<file path="src/hdl/css_pkg.sv">
// Shared types, constants and the byte fold function for the caseless substring search.
// Used by css_csr, css_match and caseless_substring_search. No dependencies.
package css_pkg;

   localparam int BYTE_W       = 8;
   localparam int PAT_BYTES    = 16;
   localparam int CSR_DATA_W   = 64;
   localparam int CSR_LEN_W    = 5;
   localparam int CSR_INDEX_W  = 2;
   localparam int RSP_OFFSET_W = 16;

   localparam logic [BYTE_W-1:0] LOWER_A   = 8'h61;
   localparam logic [BYTE_W-1:0] LOWER_Z   = 8'h7A;
   localparam logic [BYTE_W-1:0] CASE_DIFF = 8'h20;

   typedef enum logic [CSR_INDEX_W-1:0] {
      CSR_PAT_LOW  = 2'd0,
      CSR_PAT_HIGH = 2'd1,
      CSR_PAT_LEN  = 2'd2
   } css_csr_index_type;

   typedef struct packed {
      logic [BYTE_W-1:0] text_byte;
      logic              end_of_text;
   } css_item_type;

   typedef struct packed {
      logic                    match_found;
      logic [RSP_OFFSET_W-1:0] match_offset;
   } css_result_type;

   function automatic logic [BYTE_W-1:0] fold_byte(input logic [BYTE_W-1:0] b);
      if (b >= LOWER_A && b <= LOWER_Z) begin
         return b - CASE_DIFF;
      end
      return b;
   endfunction

endpackage

</file>
<file path="src/hdl/css_csr.sv">
// Pattern registers and the registered, folded, length-aligned copy of the pattern.
// Depends on css_pkg.
module css_csr
   import css_pkg::*;
#(
   parameter int PATTERN_MAX = 16,
   localparam int PM_W  = $clog2(PATTERN_MAX + 1),
   localparam int LEN_W = (CSR_LEN_W > PM_W) ? CSR_LEN_W : PM_W
) (
   input  logic                   clock,
   input  logic                   reset,
   input  logic                   csr_valid,
   output logic                   csr_ready,
   input  logic [CSR_INDEX_W-1:0] csr_index,
   input  logic [CSR_DATA_W-1:0]  csr_data,
   output logic [BYTE_W-1:0]      aligned_byte [PATTERN_MAX],
   output logic [PATTERN_MAX-1:0] aligned_mask,
   output logic [LEN_W-1:0]       pat_len,
   output logic                   pat_empty
);

   logic [CSR_DATA_W-1:0]  pat_low_ff, pat_low_in;
   logic [CSR_DATA_W-1:0]  pat_high_ff, pat_high_in;
   logic [CSR_LEN_W-1:0]   pat_len_cfg_ff, pat_len_cfg_in;

   logic [BYTE_W-1:0]      aligned_ff [PATTERN_MAX];
   logic [BYTE_W-1:0]      aligned_in [PATTERN_MAX];
   logic [PATTERN_MAX-1:0] mask_ff, mask_in;
   logic [LEN_W-1:0]       len_ff, len_in;
   logic                   empty_ff, empty_in;

   logic [2*CSR_DATA_W-1:0] pat_all;
   logic [LEN_W-1:0]        len_clamped;

   assign csr_ready = 1'b1;

   always_comb begin
      pat_low_in     = pat_low_ff;
      pat_high_in    = pat_high_ff;
      pat_len_cfg_in = pat_len_cfg_ff;
      if (csr_valid) begin
         case (css_csr_index_type'(csr_index))
            CSR_PAT_LOW:  pat_low_in     = csr_data;
            CSR_PAT_HIGH: pat_high_in    = csr_data;
            CSR_PAT_LEN:  pat_len_cfg_in = csr_data[CSR_LEN_W-1:0];
            default:      ;
         endcase
      end
   end

   // Entry j of the window lines up with pattern byte len-1-j.
   always_comb begin
      pat_all     = {pat_high_ff, pat_low_ff};
      len_clamped = LEN_W'(pat_len_cfg_ff);
      if (len_clamped > LEN_W'(PATTERN_MAX)) begin
         len_clamped = LEN_W'(PATTERN_MAX);
      end
      for (int j = 0; j < PATTERN_MAX; j++) begin
         aligned_in[j] = '0;
         mask_in[j]    = (j < int'(len_clamped));
         for (int k = 0; k < PAT_BYTES; k++) begin
            if (j + k + 1 == int'(len_clamped)) begin
               aligned_in[j] = fold_byte(pat_all[k*BYTE_W +: BYTE_W]);
            end
         end
      end
      len_in   = len_clamped;
      empty_in = (len_clamped == '0);
   end

   always_ff @(posedge clock) begin
      if (reset) begin
         pat_low_ff     <= '0;
         pat_high_ff    <= '0;
         pat_len_cfg_ff <= '0;
         mask_ff        <= '0;
         len_ff         <= '0;
         empty_ff       <= 1'b1;
         for (int j = 0; j < PATTERN_MAX; j++) begin
            aligned_ff[j] <= '0;
         end
      end else begin
         pat_low_ff     <= pat_low_in;
         pat_high_ff    <= pat_high_in;
         pat_len_cfg_ff <= pat_len_cfg_in;
         mask_ff        <= mask_in;
         len_ff         <= len_in;
         empty_ff       <= empty_in;
         for (int j = 0; j < PATTERN_MAX; j++) begin
            aligned_ff[j] <= aligned_in[j];
         end
      end
   end

   assign aligned_byte = aligned_ff;
   assign aligned_mask = mask_ff;
   assign pat_len      = len_ff;
   assign pat_empty    = empty_ff;

endmodule

</file>
<file path="src/hdl/css_match.sv">
// Input register, folded text window, parallel window compare and result register.
// Depends on css_pkg; takes the aligned pattern from css_csr.
module css_match
   import css_pkg::*;
#(
   parameter int PATTERN_MAX  = 16,
   parameter int OFFSET_WIDTH = 16,
   localparam int PM_W  = $clog2(PATTERN_MAX + 1),
   localparam int LEN_W = (CSR_LEN_W > PM_W) ? CSR_LEN_W : PM_W
) (
   input  logic                   clock,
   input  logic                   reset,
   input  logic                   req_valid,
   output logic                   req_ready,
   input  css_item_type           req_item,
   output logic                   rsp_valid,
   input  logic                   rsp_ready,
   output css_result_type         rsp_result,
   input  logic [BYTE_W-1:0]      aligned_byte [PATTERN_MAX],
   input  logic [PATTERN_MAX-1:0] aligned_mask,
   input  logic [LEN_W-1:0]       pat_len,
   input  logic                   pat_empty
);

   logic                    stage_valid_ff, stage_valid_in;
   css_item_type            stage_item_ff, stage_item_in;
   logic [BYTE_W-1:0]       window_ff [PATTERN_MAX];
   logic [BYTE_W-1:0]       window_in [PATTERN_MAX];
   logic [OFFSET_WIDTH-1:0] pos_ff, pos_in;
   logic                    found_ff, found_in;
   logic [OFFSET_WIDTH-1:0] found_off_ff, found_off_in;
   logic                    rsp_valid_ff, rsp_valid_in;
   css_result_type          rsp_ff, rsp_in;

   logic                    fire;
   logic                    all_equal;
   logic                    hit;
   logic [OFFSET_WIDTH-1:0] pos_next;
   logic [OFFSET_WIDTH-1:0] len_ext;

   // Process the staged byte unless its result would overrun a held response.
   assign fire      = stage_valid_ff &&
                      (!stage_item_ff.end_of_text || !rsp_valid_ff || rsp_ready);
   assign req_ready = !stage_valid_ff || fire;

   always_comb begin
      stage_valid_in = stage_valid_ff;
      stage_item_in  = stage_item_ff;
      if (req_valid && req_ready) begin
         stage_valid_in          = 1'b1;
         stage_item_in.text_byte   = fold_byte(req_item.text_byte);
         stage_item_in.end_of_text = req_item.end_of_text;
      end else if (fire) begin
         stage_valid_in = 1'b0;
      end
   end

   always_comb begin
      window_in[0] = stage_item_ff.text_byte;
      for (int j = 1; j < PATTERN_MAX; j++) begin
         window_in[j] = window_ff[j-1];
      end

      all_equal = 1'b1;
      for (int j = 0; j < PATTERN_MAX; j++) begin
         if (aligned_mask[j] && window_in[j] != aligned_byte[j]) begin
            all_equal = 1'b0;
         end
      end

      pos_next = (pos_ff == '1) ? pos_ff : pos_ff + 1'b1;
      len_ext  = OFFSET_WIDTH'(pat_len);
      hit      = !found_ff && (pat_empty || (pos_next >= len_ext && all_equal));

      pos_in       = pos_ff;
      found_in     = found_ff;
      found_off_in = found_off_ff;
      rsp_in       = rsp_ff;
      rsp_valid_in = rsp_valid_ff && !rsp_ready;

      if (fire) begin
         pos_in = pos_next;
         if (hit) begin
            found_in     = 1'b1;
            found_off_in = pat_empty ? '0 : pos_next - len_ext;
         end
         if (stage_item_ff.end_of_text) begin
            rsp_valid_in         = 1'b1;
            rsp_in.match_found   = found_in;
            rsp_in.match_offset  = found_in ? RSP_OFFSET_W'(found_off_in) : '0;
            // Start the next haystack from scratch.
            pos_in       = '0;
            found_in     = 1'b0;
            found_off_in = '0;
         end
      end
   end

   always_ff @(posedge clock) begin
      if (reset) begin
         stage_valid_ff <= 1'b0;
         pos_ff         <= '0;
         found_ff       <= 1'b0;
         found_off_ff   <= '0;
         rsp_valid_ff   <= 1'b0;
      end else begin
         stage_valid_ff <= stage_valid_in;
         pos_ff         <= pos_in;
         found_ff       <= found_in;
         found_off_ff   <= found_off_in;
         rsp_valid_ff   <= rsp_valid_in;
      end
   end

   always_ff @(posedge clock) begin
      stage_item_ff <= stage_item_in;
      rsp_ff        <= rsp_in;
      if (fire) begin
         for (int j = 0; j < PATTERN_MAX; j++) begin
            window_ff[j] <= window_in[j];
         end
      end
   end

   assign rsp_valid  = rsp_valid_ff;
   assign rsp_result = rsp_ff;

endmodule

</file>
<file path="src/hdl/caseless_substring_search.sv">
// Top level of the caseless substring search: config registers plus match datapath.
// Depends on css_pkg, css_csr and css_match.
//
//   channel  | direction | handshake              | payload
//   req_     | in        | req_valid / req_ready  | req_text_byte, req_end_of_text
//   rsp_     | out       | rsp_valid / rsp_ready  | rsp_match_found, rsp_match_offset
//   csr_     | in        | csr_valid / csr_ready  | csr_index, csr_data
//
// One text byte per cycle unless a last byte waits; a byte sits in the input register
// while its compare against the whole window runs, and the compare of the last byte
// loads the response register. The response register holds while rsp_ready is low;
// bytes not marked last still flow, and a last byte waits in the input register.
// Reset clears the pattern, the position counter and the match state.
// Pattern writes take effect for bytes accepted from the next cycle on.
module caseless_substring_search
   import css_pkg::*;
#(
   parameter int PATTERN_MAX  = 16,
   parameter int OFFSET_WIDTH = 16
) (
   input  logic                    clock,
   input  logic                    reset,
   input  logic                    req_valid,
   output logic                    req_ready,
   input  logic [BYTE_W-1:0]       req_text_byte,
   input  logic                    req_end_of_text,
   output logic                    rsp_valid,
   input  logic                    rsp_ready,
   output logic                    rsp_match_found,
   output logic [RSP_OFFSET_W-1:0] rsp_match_offset,
   input  logic                    csr_valid,
   output logic                    csr_ready,
   input  logic [CSR_INDEX_W-1:0]  csr_index,
   input  logic [CSR_DATA_W-1:0]   csr_data
);

   localparam int PM_W  = $clog2(PATTERN_MAX + 1);
   localparam int LEN_W = (CSR_LEN_W > PM_W) ? CSR_LEN_W : PM_W;

   logic [BYTE_W-1:0]      aligned_byte [PATTERN_MAX];
   logic [PATTERN_MAX-1:0] aligned_mask;
   logic [LEN_W-1:0]       pat_len;
   logic                   pat_empty;
   css_item_type           req_item;
   css_result_type         rsp_result;

   assign req_item.text_byte   = req_text_byte;
   assign req_item.end_of_text = req_end_of_text;

   css_csr #(
      .PATTERN_MAX (PATTERN_MAX)
   ) u_csr (
      .clock        (clock),
      .reset        (reset),
      .csr_valid    (csr_valid),
      .csr_ready    (csr_ready),
      .csr_index    (csr_index),
      .csr_data     (csr_data),
      .aligned_byte (aligned_byte),
      .aligned_mask (aligned_mask),
      .pat_len      (pat_len),
      .pat_empty    (pat_empty)
   );

   css_match #(
      .PATTERN_MAX  (PATTERN_MAX),
      .OFFSET_WIDTH (OFFSET_WIDTH)
   ) u_match (
      .clock        (clock),
      .reset        (reset),
      .req_valid    (req_valid),
      .req_ready    (req_ready),
      .req_item     (req_item),
      .rsp_valid    (rsp_valid),
      .rsp_ready    (rsp_ready),
      .rsp_result   (rsp_result),
      .aligned_byte (aligned_byte),
      .aligned_mask (aligned_mask),
      .pat_len      (pat_len),
      .pat_empty    (pat_empty)
   );

   assign rsp_match_found  = rsp_result.match_found;
   assign rsp_match_offset = rsp_result.match_offset;

endmodule

</file>
<file path="config.mk">
export PLATFORM = sky130hd
export DESIGN_NAME = caseless_substring_search
export DESIGN_NICKNAME = d
export VERILOG_FILES = /design/src/hdl/css_pkg.sv /design/src/hdl/css_csr.sv /design/src/hdl/css_match.sv /design/src/hdl/caseless_substring_search.sv
export SDC_FILE = /design/constraint.sdc
export NUM_CORES = 1
export LEC_CHECK = 0
export ABC_AREA = 1
export ABC_CLOCK_PERIOD_IN_PS = 10800
export BUFFER_PORTS_ARGS = -buffer_cell sky130_fd_sc_hd__buf_2
export CAP_MARGIN = 20
export CELL_PAD_IN_SITES_DETAIL_PLACEMENT = 1
export CELL_PAD_IN_SITES_GLOBAL_PLACEMENT = 1
export CORE_MARGIN = 2
export CORE_UTILIZATION = 30
export CTS_CLUSTER_SIZE = 16
export DETAILED_ROUTE_END_ITERATION = 8
export PLACE_DENSITY_LB_ADDON = 0.2
export SYNTH_ARGS = -nofsm -noshare
export SYNTH_HDL_FRONTEND = slang
export SYNTH_SLANG_ARGS = --single-unit
</file>
<file path="constraint.sdc">
create_clock -name clock -period 10.8 [get_ports clock]
set_input_delay 1.08 -clock clock [delete_from_list [all_inputs] [get_ports clock]]
set_output_delay 1.08 -clock clock [all_outputs]
set_load 0.005 [all_outputs]
</file>
# After elaboration in Yosys (flattened, before gate mapping)
# Memories as Yosys holds them, arrays and structs flattened.
# Index checks and enable logic that the tools add are counted.
# W data, S select, Z words.
# word_totals
ff_bits	344
mem_bits_rw	128
elab_cells	1042
memories	1
# classes
n_addsub	19
order_cmp	52
n_eq_ne	50
muxes	835
n_reduce_logical	54
# mem_list
name	words	width	read_ports	rd_clocked_by_memory_dff	wr	line_no	text
u_match.window_ff	16	8	15	0	16	css_match.sv:27	logic [BYTE_W-1:0] window_ff [PATTERN_MAX];
# ops
cell	n
$mux W8	530
$mux W1	299
$ge A8 B7 Y1 const B	17
$le A8 B7 Y1 const B	17
$sub A8 B6 Y8 const B	17
$ne A8 B8 Y1	16
$eq A5 B5 Y1 const A	16
$mux W16	5
$eq A4 B5 Y1 const A	8
$lt A4 B5 Y1 const A	8
$logic_and A1 B1 Y1	38
$eq A3 B5 Y1 const A	4
$lt A3 B5 Y1 const A	4
$add A16 B1 Y16 const B	1
$eq A16 B16 Y1 const B	1
$ge A16 B5 Y1	1
$sub A16 B5 Y16	1
$eq A2 B5 Y1 const A	2
$lt A1 B5 Y1 const A	2
$lt A2 B5 Y1 const A	2
$reduce_and A2 Y1	4
$eq A1 B5 Y1 const A	1
$gt A5 B5 Y1 const B	1
$logic_not A1 Y1	5
7 further kinds	10

# Longest topological paths before layout
# depth
depth_word	24
ltp_mapped	26

# Cells and area by module
# Synthesis repeated with hierarchy kept, for this count alone.
# unflattened
hier_cells	3593
area_unflattened_um2	25982.4
# modules_own_cells
module	n_inst	cells_each	area_each_um2	seq_area_each_um2
css_csr	1	2647	16783.6	5645.4
css_match	1	946	9198.8	5084.9

# Worst setup path after synthesis
# OpenSTA, ideal clock, no wires.
# synth_path
kind	input to register
start	in rsp_ready
end	reg u_match.rsp_ff, in the netlist u_match.rsp_result[0], enable pin
arrival_ns	8.044
slack_ns	2.381
path_stages	4
path_buffers	0
cell_sequence	nor2_1 a21oi_1 nand2_1 inv_1
# synth_between
elab_chain_len	3
# synth_lines
item	line_no	text
from (decl)	caseless_substring_search.sv:28	input logic rsp_ready,
$logic_or A1 B1 Y1	css_match.sv:43	(!stage_item_ff.end_of_text || !rsp_valid_ff || rsp_ready);
$logic_and A1 B1 Y1	css_match.sv:42	assign fire = stage_valid_ff &&
named net u_match.fire	css_match.sv:35	logic fire;
$reduce_and A2 Y1 (no line)	-	
to (signal assigned)	css_match.sv:117	rsp_ff <= rsp_in;
to (decl)	css_match.sv:33	css_result_type rsp_ff, rsp_in;
# The timed path passes the listed nets, and every way through them passes these cells.
# A chain may end at the register's enable or synchronous reset.

# Worst setup path after layout
# layout_path
start	reg u_csr.pat_len_cfg_ff[4]
end	reg u_csr.aligned_ff, in the netlist u_csr.aligned_byte[67]
# layout_between
elab_chain_len	19
elab_cells_between_ends	34
classes_between	1 x order compare; 16 x eq/ne; 17 x mux
# layout_lines
item	line_no	text
from (decl)	css_csr.sv:24	logic [CSR_LEN_W-1:0] pat_len_cfg_ff, pat_len_cfg_in;
from (signal assigned)	css_csr.sv:85	pat_len_cfg_ff <= pat_len_cfg_in;
$gt A5 B5 Y1	css_csr.sv:55	if (len_clamped > LEN_W'(PATTERN_MAX)) begin
$mux W5 (*)	css_csr.sv:55	
$eq A5 B5 Y1	css_csr.sv:62	if (j + k + 1 == int'(len_clamped)) begin
$mux W8 (15 in series)	css_csr.sv:62	
$mux W8 (*)	css_csr.sv:62	
to (signal, indexed assignment)	css_csr.sv:90	aligned_ff[j] <= aligned_in[j];
to (decl)	css_csr.sv:26	logic [BYTE_W-1:0] aligned_ff [PATTERN_MAX];
# Every way passes the cells marked *; elsewhere a longest branch is shown, timed or not.

==> results.rst <==
.. list-table::
   :header-rows: 1

   * - Metric
     - Value
   * - Post-CTS Repair Setup Buffers
     - 0
   * - Number of synthesized flops with an enable pin
     - 146
   * - Overall Power
     - 4.34 mW
   * - Root Buffer Master
     - sky130_fd_sc_hd__clkbuf_16
   * - Synth warn
     - 0
   * - RSZ-0062 raised after global routing
     - false
   * - Ys async rst share
     - 0%
   * - Worst setup slack for register-to-register paths
     - 6.52 ns
   * - Synth Instances
     - 3547
   * - N_diodes
     - 0
   * - Worst clock skew on the final layout
     - 0.0835 ns
   * - Placed wire-length estimate after detailed placement
     - 84100 um
   * - Final hold violation count
     - 0
   * - Clock insertion delay at the later pin of the skew report
     - 0.70 ns
   * - CP top delay family
     - buffers and inverters
   * - Last weighted congestion value of the routability-driven placer
     - 0.949
   * - Worst path max stage delay
     - 0.70 ns
   * - Max-slew violation total from the final report
     - 0
   * - ANT nets after route
     - 0
   * - Die Outline Area
     - 0.0880 sq mm
   * - Worst path required time
     - 11.32 ns
   * - Post-synthesis sequential area ratio
     - 41.7%
   * - Final setup violation count
     - 0
   * - Port Buf Inserts
     - 98
   * - Post-detailed-routing wire length
     - 119000 um
   * - Height of the chip
     - 297 um
   * - Layout cells sized above 1
     - 9.18%
   * - Max stage delay cell, worst path
     - sky130_fd_sc_hd__dfxtp_2
   * - Vias in the first global route
     - 25800
   * - H-tree levels
     - 2
   * - Final period utilization
     - 39.7%
   * - Fmax achieved
     - 0.233 GHz
   * - First-pass GRT wire length
     - 175000 um
   * - Worst flop-to-flop path endpoint
     - u_csr.aligned_byte[67]$_SDFF_PP0_
   * - Hold_sp
     - u_match.window_ff[1][24]$_DFFE_PP_
   * - Non-filler instance count after layout
     - 4697
   * - Average instance area after synthesis
     - 7.25 sq um
   * - Max transition margin
     - 23.7%
   * - Cts-stage hold buffer count
     - 0
   * - Clock transition at the registers of the reported paths
     - 0.06 ns
   * - Horizontal die dimension
     - 297 um
   * - Min-Delay Path Depth
     - 0
   * - Remaining routing DRC violations
     - 0
   * - Tmin final
     - 4.28 ns
   * - GRT overflow
     - 0
   * - Effective utilization at floorplan
     - 30.2%
   * - Area growth from synthesis to final layout
     - 12.5%
   * - Synthesis-stage register bit count
     - 463
   * - Worst reg2reg path depth
     - 12
   * - Arrival time at the worst endpoint
     - 4.80 ns
   * - Slew @ Worst Pin
     - 1.14 ns
   * - Leak pwr
     - 10.8 nW
   * - Routed WL per cell
     - 25.4 um
   * - TritonCTS Buffers
     - 56
   * - Startpoint-to-endpoint class of the critical path
     - reg2reg
   * - GRT Resource Usage Total
     - 26.4%
   * - Core area
     - 0.0850 sq mm
   * - Reg-to-reg critical path startpoint
     - u_csr.pat_len_cfg_ff[4]$_SDFFE_PP0P_
   * - Number of antenna violations at the first check in global routing
     - 0
   * - Cell Count Post-Placement
     - 4594
   * - Total cell area at the placement stage
     - 0.0271 sq mm
   * - Post-layout net count
     - 3613
   * - Number of DRC markers after the initial detailed-route iteration
     - 2644
   * - Routed via count
     - 25900
   * - Via density per instance
     - 5.51
   * - Router iterations before antenna repair
     - 5
   * - Source of the critical timing path
     - u_csr.pat_len_cfg_ff[4]$_SDFFE_PP0P_
   * - Number of unique standard cell types used by synthesis
     - 55
   * - Combined area of all synthesized cells
     - 0.0257 sq mm
   * - Path type of the worst min-delay path
     - reg2reg
   * - Nature of the critical path startpoint
     - flip-flop
   * - Maximum resistive drop on vdd
     - 128 uV
   * - Primary flip-flop cell chosen by synthesis mapping
     - sky130_fd_sc_hd__dfxtp_1
   * - Largest buffer count on any clock path
     - 3
   * - Total of max-cap violations
     - 0
   * - Post_cts resized
     - 0
   * - Clock tree from TritonCTS
     - built
   * - Maximum number of pins on one net before global-route repair
     - 84
   * - Run status
     - completed
   * - Endpoint with the worst hold slack
     - u_match.window_ff[1][32]$_DFFE_PP_
   * - Cell Rows
     - 107
   * - Setup TNS
     - 0 ns
   * - Critical path buffers and inverters
     - 5
   * - Number of I/O pins
     - 100
   * - Share of the core filled with cells in the final layout
     - 34.0%
   * - Number of clock sinks
     - 463
   * - Largest fanout on the critical path
     - 43
   * - Post-synth net total
     - 3651
   * - Final non-filler cell area
     - 0.0289 sq mm
   * - Cell area power density
     - 150 mW/mm^2
   * - Endpoint type of the worst setup path
     - flip-flop
   * - Ordered list of cells on the worst path
     - inv_2, nand3_1, inv_1, nand2_2, buf_4, inv_2, a22oi_1, o21ai_0, nor4_1, o2111ai_1, nand2_1, inv_1
==> Yosys cell counts, types with 4 or more instances <==
cell / n / area [sq um]
sky130_fd_sc_hd__a21oi_1: 313 / 1570
sky130_fd_sc_hd__nor3_1: 51 / 255
sky130_fd_sc_hd__o21bai_1: 4 / 30.0
sky130_fd_sc_hd__buf_2: 42 / 210
sky130_fd_sc_hd__nor4_1: 27 / 169
sky130_fd_sc_hd__nand4_1: 68 / 425
sky130_fd_sc_hd__nand2_1: 774 / 2910
sky130_fd_sc_hd__o2111ai_1: 32 / 280
sky130_fd_sc_hd__edfxtp_1: 146 / 4380
sky130_fd_sc_hd__o22ai_1: 74 / 463
sky130_fd_sc_hd__a221oi_1: 35 / 307
sky130_fd_sc_hd__nor2_1: 352 / 1320
sky130_fd_sc_hd__nand3_2: 16 / 160
sky130_fd_sc_hd__ha_1: 23 / 288
sky130_fd_sc_hd__a21oi_2: 10 / 87.6
sky130_fd_sc_hd__a22oi_1: 7 / 52.6
sky130_fd_sc_hd__clkinv_1: 15 / 56.3
sky130_fd_sc_hd__o211ai_1: 4 / 30.0
sky130_fd_sc_hd__a2111oi_0: 5 / 43.8
sky130_fd_sc_hd__buf_4: 6 / 45.0
sky130_fd_sc_hd__inv_2: 9 / 33.8
sky130_fd_sc_hd__inv_1: 336 / 1260
sky130_fd_sc_hd__nand2_4: 15 / 169
sky130_fd_sc_hd__clkbuf_1: 174 / 653
sky130_fd_sc_hd__o21ai_1: 19 / 95.1
sky130_fd_sc_hd__o21ai_0: 313 / 1570
sky130_fd_sc_hd__a211oi_1: 4 / 30.0
sky130_fd_sc_hd__xnor2_1: 115 / 1010
sky130_fd_sc_hd__nand2_2: 10 / 62.6
sky130_fd_sc_hd__o41ai_1: 5 / 43.8
sky130_fd_sc_hd__nor2_2: 8 / 50.1
sky130_fd_sc_hd__dfxtp_1: 317 / 6350
sky130_fd_sc_hd__a31oi_1: 21 / 131
sky130_fd_sc_hd__nor2_4: 6 / 67.6
sky130_fd_sc_hd__o221ai_1: 14 / 123
sky130_fd_sc_hd__nand3_1: 140 / 701
sky130_fd_sc_hd__buf_1: 9 / 33.8
==> registers in the layout, indices dropped and copies added, names as in the netlist, 9 cells and up <==
name	count
u_match.pos_ff	16
u_csr.aligned_mask	15
u_csr.pat_high_ff	64
u_csr.aligned_byte	128
u_match.window_ff	120
u_match.found_off_ff	16
u_match.rsp_result	17
u_csr.pat_low_ff	64
u_match.stage_item_ff	9
==> layer usage <==
layer | part of all wire [%] | track usage, %
met5 | 0 | 0
met4 | 6.5 | 15.1
met3 | 6.7 | 4.30
met2 | 45 | 41.8
met1 | 42 | 34.1
==> area by class of cell <==
| class | count | area [sq um] |
|---|---|---|
| Clock buffer | 72 | 1510 |
| Clock inverter | 30 | 342 |
| Fill cell | 10500 | 56100 |
| Inverter | 361 | 1360 |
| Multi-Input combinational cell | 2489 | 12700 |
| Sequential cell | 463 | 10700 |
| Tap cell | 1144 | 1430 |
| Timing Repair Buffer | 138 | 817 |
==> stage by stage <==
stage               worst slack, ns  hold WS, ns
floorplan                      2.38        0.426
global placement               6.68        0.453
detailed placement             6.63        0.457
CTS                            6.56        0.451
global route                   6.10        0.478
finish                         6.52        0.453
==> power breakdown <==
group	switching (mW)	leakage [nW]	internal, mW
Clock	0.825	0.898	1.09
Sequential	0.0869	3.95	1.87
Combinational	0.337	5.91	0.123
==> cells by family after synthesis <==
kind of cell,after synthesis,share of synthesized area [%]
XOR/XNOR,118,4.02
AND/OR/NAND/NOR,1477,24.8
AO/OA/AOI/OAI,869,19.2
flip-flops,463,41.7
other,1,0.0146
adder cells (fa/ha/maj),24,1.20
buffers and inverters,595,9.08
==> placed cells by master (no fill, tap or decap), types with 10 or more instances in the layout <==
| cell type | count |
|---|---|
| sky130_fd_sc_hd__nor3_1 | 51 |
| sky130_fd_sc_hd__nand4_1 | 68 |
| sky130_fd_sc_hd__a21oi_2 | 10 |
| sky130_fd_sc_hd__nand3_2 | 16 |
| sky130_fd_sc_hd__nand2_4 | 15 |
| sky130_fd_sc_hd__a221oi_1 | 35 |
| sky130_fd_sc_hd__o221ai_1 | 14 |
| sky130_fd_sc_hd__nor2_4 | 12 |
| sky130_fd_sc_hd__clkinv_1 | 15 |
| sky130_fd_sc_hd__clkinv_2 | 15 |
| sky130_fd_sc_hd__clkbuf_16 | 56 |
| sky130_fd_sc_hd__xnor2_1 | 115 |
| sky130_fd_sc_hd__clkbuf_1 | 11 |
| sky130_fd_sc_hd__edfxtp_1 | 146 |
| sky130_fd_sc_hd__nor2_1 | 343 |
| sky130_fd_sc_hd__o21ai_0 | 313 |
| sky130_fd_sc_hd__buf_4 | 39 |
| sky130_fd_sc_hd__dfxtp_1 | 316 |
| sky130_fd_sc_hd__a31oi_1 | 21 |
| sky130_fd_sc_hd__ha_1 | 23 |
| sky130_fd_sc_hd__buf_2 | 97 |
| sky130_fd_sc_hd__inv_1 | 335 |
| sky130_fd_sc_hd__nand3_1 | 139 |
| sky130_fd_sc_hd__o2111ai_1 | 32 |
| sky130_fd_sc_hd__a21oi_1 | 312 |
| sky130_fd_sc_hd__o22ai_1 | 74 |
| sky130_fd_sc_hd__nor4_1 | 27 |
| sky130_fd_sc_hd__o21ai_1 | 19 |
| sky130_fd_sc_hd__nand2_2 | 12 |
| sky130_fd_sc_hd__nand2_1 | 772 |
| sky130_fd_sc_hd__nor2_2 | 11 |
==> how the worst max path moves through the flow <==
stage	to	slack [ns]	cells after the start
floorplan	u_match.rsp_result[0]$_SDFFCE_PN0P_	2.38	4
global placement	u_match.rsp_result[1]$_SDFFCE_PN0P_	6.68	22
CTS	u_match.rsp_result[1]$_SDFFCE_PN0P_	6.56	22
detailed placement	u_match.rsp_result[8]$_SDFFCE_PN0P_	6.63	22
global route	u_match.found_off_ff[1]$_SDFFE_PP0P_	6.10	24
finish	u_csr.aligned_byte[67]$_SDFF_PP0_	6.52	12
(Power assumes the default switching activity.)
